**src/sv/trht_pkg.sv**
```systemverilog
// Shared types and constants for the touch rectangle hit test block.
// Used by the match unit and the top level; depends on nothing else.
package trht_pkg;

   localparam int MAX_ENTRIES = 256;
   localparam int ADDR_W      = (MAX_ENTRIES > 1) ? $clog2(MAX_ENTRIES) : 1;
   localparam int COUNT_W     = $clog2(MAX_ENTRIES + 1);

   // Page coordinates and rectangle edges are compared at this signed width.
   localparam int COORD_W = 14;

   localparam logic [1:0] OP_CLEAR  = 2'd0;
   localparam logic [1:0] OP_INSERT = 2'd1;
   localparam logic [1:0] OP_QUERY  = 2'd2;

   localparam logic [1:0] CSR_VIEW_LEFT   = 2'd0;
   localparam logic [1:0] CSR_VIEW_TOP    = 2'd1;
   localparam logic [1:0] CSR_VIEW_BOTTOM = 2'd2;

   localparam logic [8:0] VIEW_LEFT_RESET   = 9'd10;
   localparam logic [7:0] VIEW_TOP_RESET    = 8'd50;
   localparam logic [7:0] VIEW_BOTTOM_RESET = 8'd195;

   typedef struct packed {
      logic signed [11:0] left;
      logic signed [11:0] top;
      logic [10:0]        width;
      logic [10:0]        height;
   } rect_type;

   localparam int RECT_W = $bits(rect_type);

   typedef struct packed {
      logic signed [COORD_W-1:0] x;
      logic signed [COORD_W-1:0] y;
   } point_type;

endpackage

```
**src/sv/trht_match.sv**
```systemverilog
// Containment test of one page point against one stored rectangle.
// Edges count as inside. Depends on trht_pkg.
module trht_match (
   input  trht_pkg::rect_type  rect,
   input  trht_pkg::point_type point,
   output logic                match
);

   logic signed [trht_pkg::COORD_W-1:0] left;
   logic signed [trht_pkg::COORD_W-1:0] top;
   logic signed [trht_pkg::COORD_W-1:0] right;
   logic signed [trht_pkg::COORD_W-1:0] bottom;

   always_comb begin
      left   = trht_pkg::COORD_W'(rect.left);
      top    = trht_pkg::COORD_W'(rect.top);
      right  = left + $signed({{(trht_pkg::COORD_W-11){1'b0}}, rect.width});
      bottom = top + $signed({{(trht_pkg::COORD_W-11){1'b0}}, rect.height});
      match  = (point.x >= left) && (point.x <= right) &&
               (point.y >= top) && (point.y <= bottom);
   end

endmodule

```
**config.mk**
```make
export PLATFORM = sky130hd
export DESIGN_NAME = trht_match
export DESIGN_NICKNAME = d
export VERILOG_FILES = /design/src/sv/trht_pkg.sv /design/src/sv/trht_match.sv
export SDC_FILE = /design/constraint.sdc
export NUM_CORES = 1
export LEC_CHECK = 0
export BUFFER_PORTS_ARGS = -buffer_cell sky130_fd_sc_hd__buf_2
export CAP_MARGIN = 15
export CORE_MARGIN = 3
export CORE_UTILIZATION = 45
export DETAILED_ROUTE_END_ITERATION = 8
export PLACE_DENSITY = 0.72
export SLEW_MARGIN = 25
export SYNTH_ARGS = -nofsm -noshare
export SYNTH_HDL_FRONTEND = slang
export SYNTH_SLANG_ARGS = --single-unit
```
**constraint.sdc**
```tcl
create_clock -name vclk -period 3.4
set_clock_uncertainty 0.15 [all_clocks]
set_input_delay 0.17 -clock vclk [all_inputs]
set_output_delay 0.17 -clock vclk [all_outputs]
set_load 0.01 [all_outputs]
```
==> flow_metrics.tcl <==
set metrics [dict create \
    outcome "finished, violations left" \
    violations "setup timing" \
    fillers 448 \
    dpl_cell_area_um2 2900 \
    worstPathArrival_ns 3.18 \
    pwr-share-comb_pct 100.0 \
    grt_pass1_vias 2456 \
    clock_power_share_pct 0 \
    crit_fanout 2 \
    drc_errors 0 \
    synthCells 296 \
    synth_fp_nets 448 \
    p_int_w 0.000277 \
    wl_per_cell_um 13.1 \
    yosysUniqueCellTypes 47 \
    p_sw_share_pct 50.8 \
    end_kind "output port" \
    setup_slack_ns -0.0980 \
    critPathMaxStageDelay_ns 0.54 \
    antenna_found_initial 0 \
    nClkBuffers 0 \
    p_leak_nw 1.64 \
    fin_crit_ns 3.50 \
    nNetsFinal 549 \
    layout.cells.non_filler 462 \
    grt_pass1_wl_um 10200 \
    core_area_um2 4820 \
    firstDrtPassIters 4 \
    synth_top_area_share_pct 41.4 \
    crit_type "in2out" \
    vdd_drop_max_mv 0.0782 \
    ant_nets 0 \
    grt_overflow 0 \
    track_usage_pct 19.5 \
    worstMarginPinSlew_ns 0.460 \
    crit_required_ns 3.08 \
    grt_start_max_net_pins 6 \
    multi_input_area_um2 2280 \
    syn_area_um2 2290 \
    start_util_pct 47.6 \
    seq_cell_count 0 \
    rsz0062_at_grt "true" \
    place.gp.congestion 0.862 \
    drive_gt1_share_pct 32.7 \
    hpwl_um 5300 \
    startpoint_type "input port" \
    portBuffers 75 \
    fmax_mhz 286 \
    yosysMostFrequentCell "ha_1" \
    rows 25 \
    power_density_nw_per_um2 182 \
    vias 2491 \
    yosysTopAreaCell "ha_1" \
    synth.yosys.warnings 0 \
    antennaDiodeCount 0 \
    yosysSeqAreaShare_pct 0 \
    hp-class "in2out" \
    io_pins 75 \
    syn-mean-instance-area_um2 7.75 \
    die_area_um2 5990 \
    hold_buffers 0 \
    drtIter0Drc 78 \
    hold_viol_final 0 \
    maxCapViolCount 0 \
    p_sw_w 0.000286 \
    place_ws_ns -0.266 \
    area_delta_synth_final_pct 34.5 \
    finish.instance_area_um2 3090 \
    crit_chain "buf_2 > ha_1 > a211o_1 > o211ai_2 > a22oi_2 > a211o_2 > buf_6 > xnor2_1 > ha_1 > nand4_1 > or4_4 > a31oi_2 > o311a_1 > buf_2" \
    sequentialPowerShare_pct 0 \
    dpl.cell_count 458 \
    yosys-top-cells-area "ha_1 41%, inv_1 6.2%, a21oi_1 4.6%, xor2_1 4.2%, o21ai_0 3.3%" \
    die_h_um 77.4 \
    slew_viol_final 0 \
    fin_crit_sh_pct 103 \
    via_per_inst 5.39 \
    slew_headroom_pct 69.1 \
    die_w_um 77.4 \
    regArea_um2 0 \
    synth_commonest_cells "76 x ha_1, 38 x inv_1, 21 x a21oi_1" \
    crit_slowest_cell "or4_4" \
    setup_viol 1 \
    wl_um 6060 \
]
==> power groups by stage <==
stage          Sequential [W]  Clock (W)  Combinational [W]
2_1_floorplan               0          0           0.000348
3_3_place_gp                0          0           0.000497
3_5_place_dp                0          0           0.000510
4_1_cts                     0          0           0.000539
5_1_grt                     0          0           0.000636
6_report                    0          0           0.000563
==> layer usage <==
| metal | GRT usage [%] | share of wire (%) |
|---|---|---|
| met1 | 26.6 | 49 |
| met3 | 0.928 | 3.3 |
| met5 | 0 | 0 |
| met4 | 1.96 | 0.94 |
| met2 | 34.9 | 47 |
==> final cells by class <==
cell class	count	share of cell area, %
Inverter	38	4.62
Multi-Input combinational cell	258	74.0
Tap cell	67	2.72
Timing Repair Buffer	99	18.6
==> critical path, delay by kind of cell <==
family	cells	cell delay, ns
compound gates	6	1.24
xor+xnor	1	0.12
fa+ha+maj	2	0.62
buf+inv	3	0.36
simple gates	2	0.65
==> final timing paths <==
check,from,end,slack (ns),cells past startpoint
worst max-delay path,rect[1],match,-0.1,14
worst min-delay path,rect[45],match,0.72,4
==> kinds of logic after synthesis <==
kind of cell / Yosys count / synth area share (%)
AOI/OAI and AO/OA: 88 / 26.9
adders and majority gates: 78 / 43.2
and+or+nand+nor: 74 / 16.8
xor gates and xnor gates: 18 / 6.87
buffers and inverters: 38 / 6.22
==> cell usage in the layout, fill, tap and decap left out, drive strengths merged, types with 2 or more instances in the layout <==
cell type	instances
a211o	5
a211oi	7
a21boi	2
a21o	9
a21oi	21
a221oi	2
a31oi	6
and3	3
buf	99
fa	2
ha	76
inv	38
nand2	17
nand2b	6
nand3	13
nand3b	3
nand4	6
nor2	8
nor2b	4
nor3	6
nor3b	2
o211ai	2
o21a	4
o21ai	17
o21bai	2
o31ai	2
or2	2
xnor2	7
xor2	11
==> through the flow <==
stage	hold WS [ns]	utilization (%)	power [W]	setup TNS, ns
final	0.720	64.1	0.000563	-0.0980
after detailed placement	0.699	60.3	0.000510	-0.266
after floorplan	0.420	-	0.000348	0
after CTS	0.701	62.6	0.000539	-0.0999
after global routing	0.730	64.1	0.000636	-0.251
after global placement	0.688	60.3	0.000497	-0.146
==> timing repair <==
| item | in CTS | in global routing |
|---|---|---|
| gates resized for setup | 17 | 13 |
| pin swaps | 20 | 14 |
| buffers inserted | 4 | 0 |
| setup endpoints to repair | 1 | 1 |
Power figures use the tool's default switching activity.
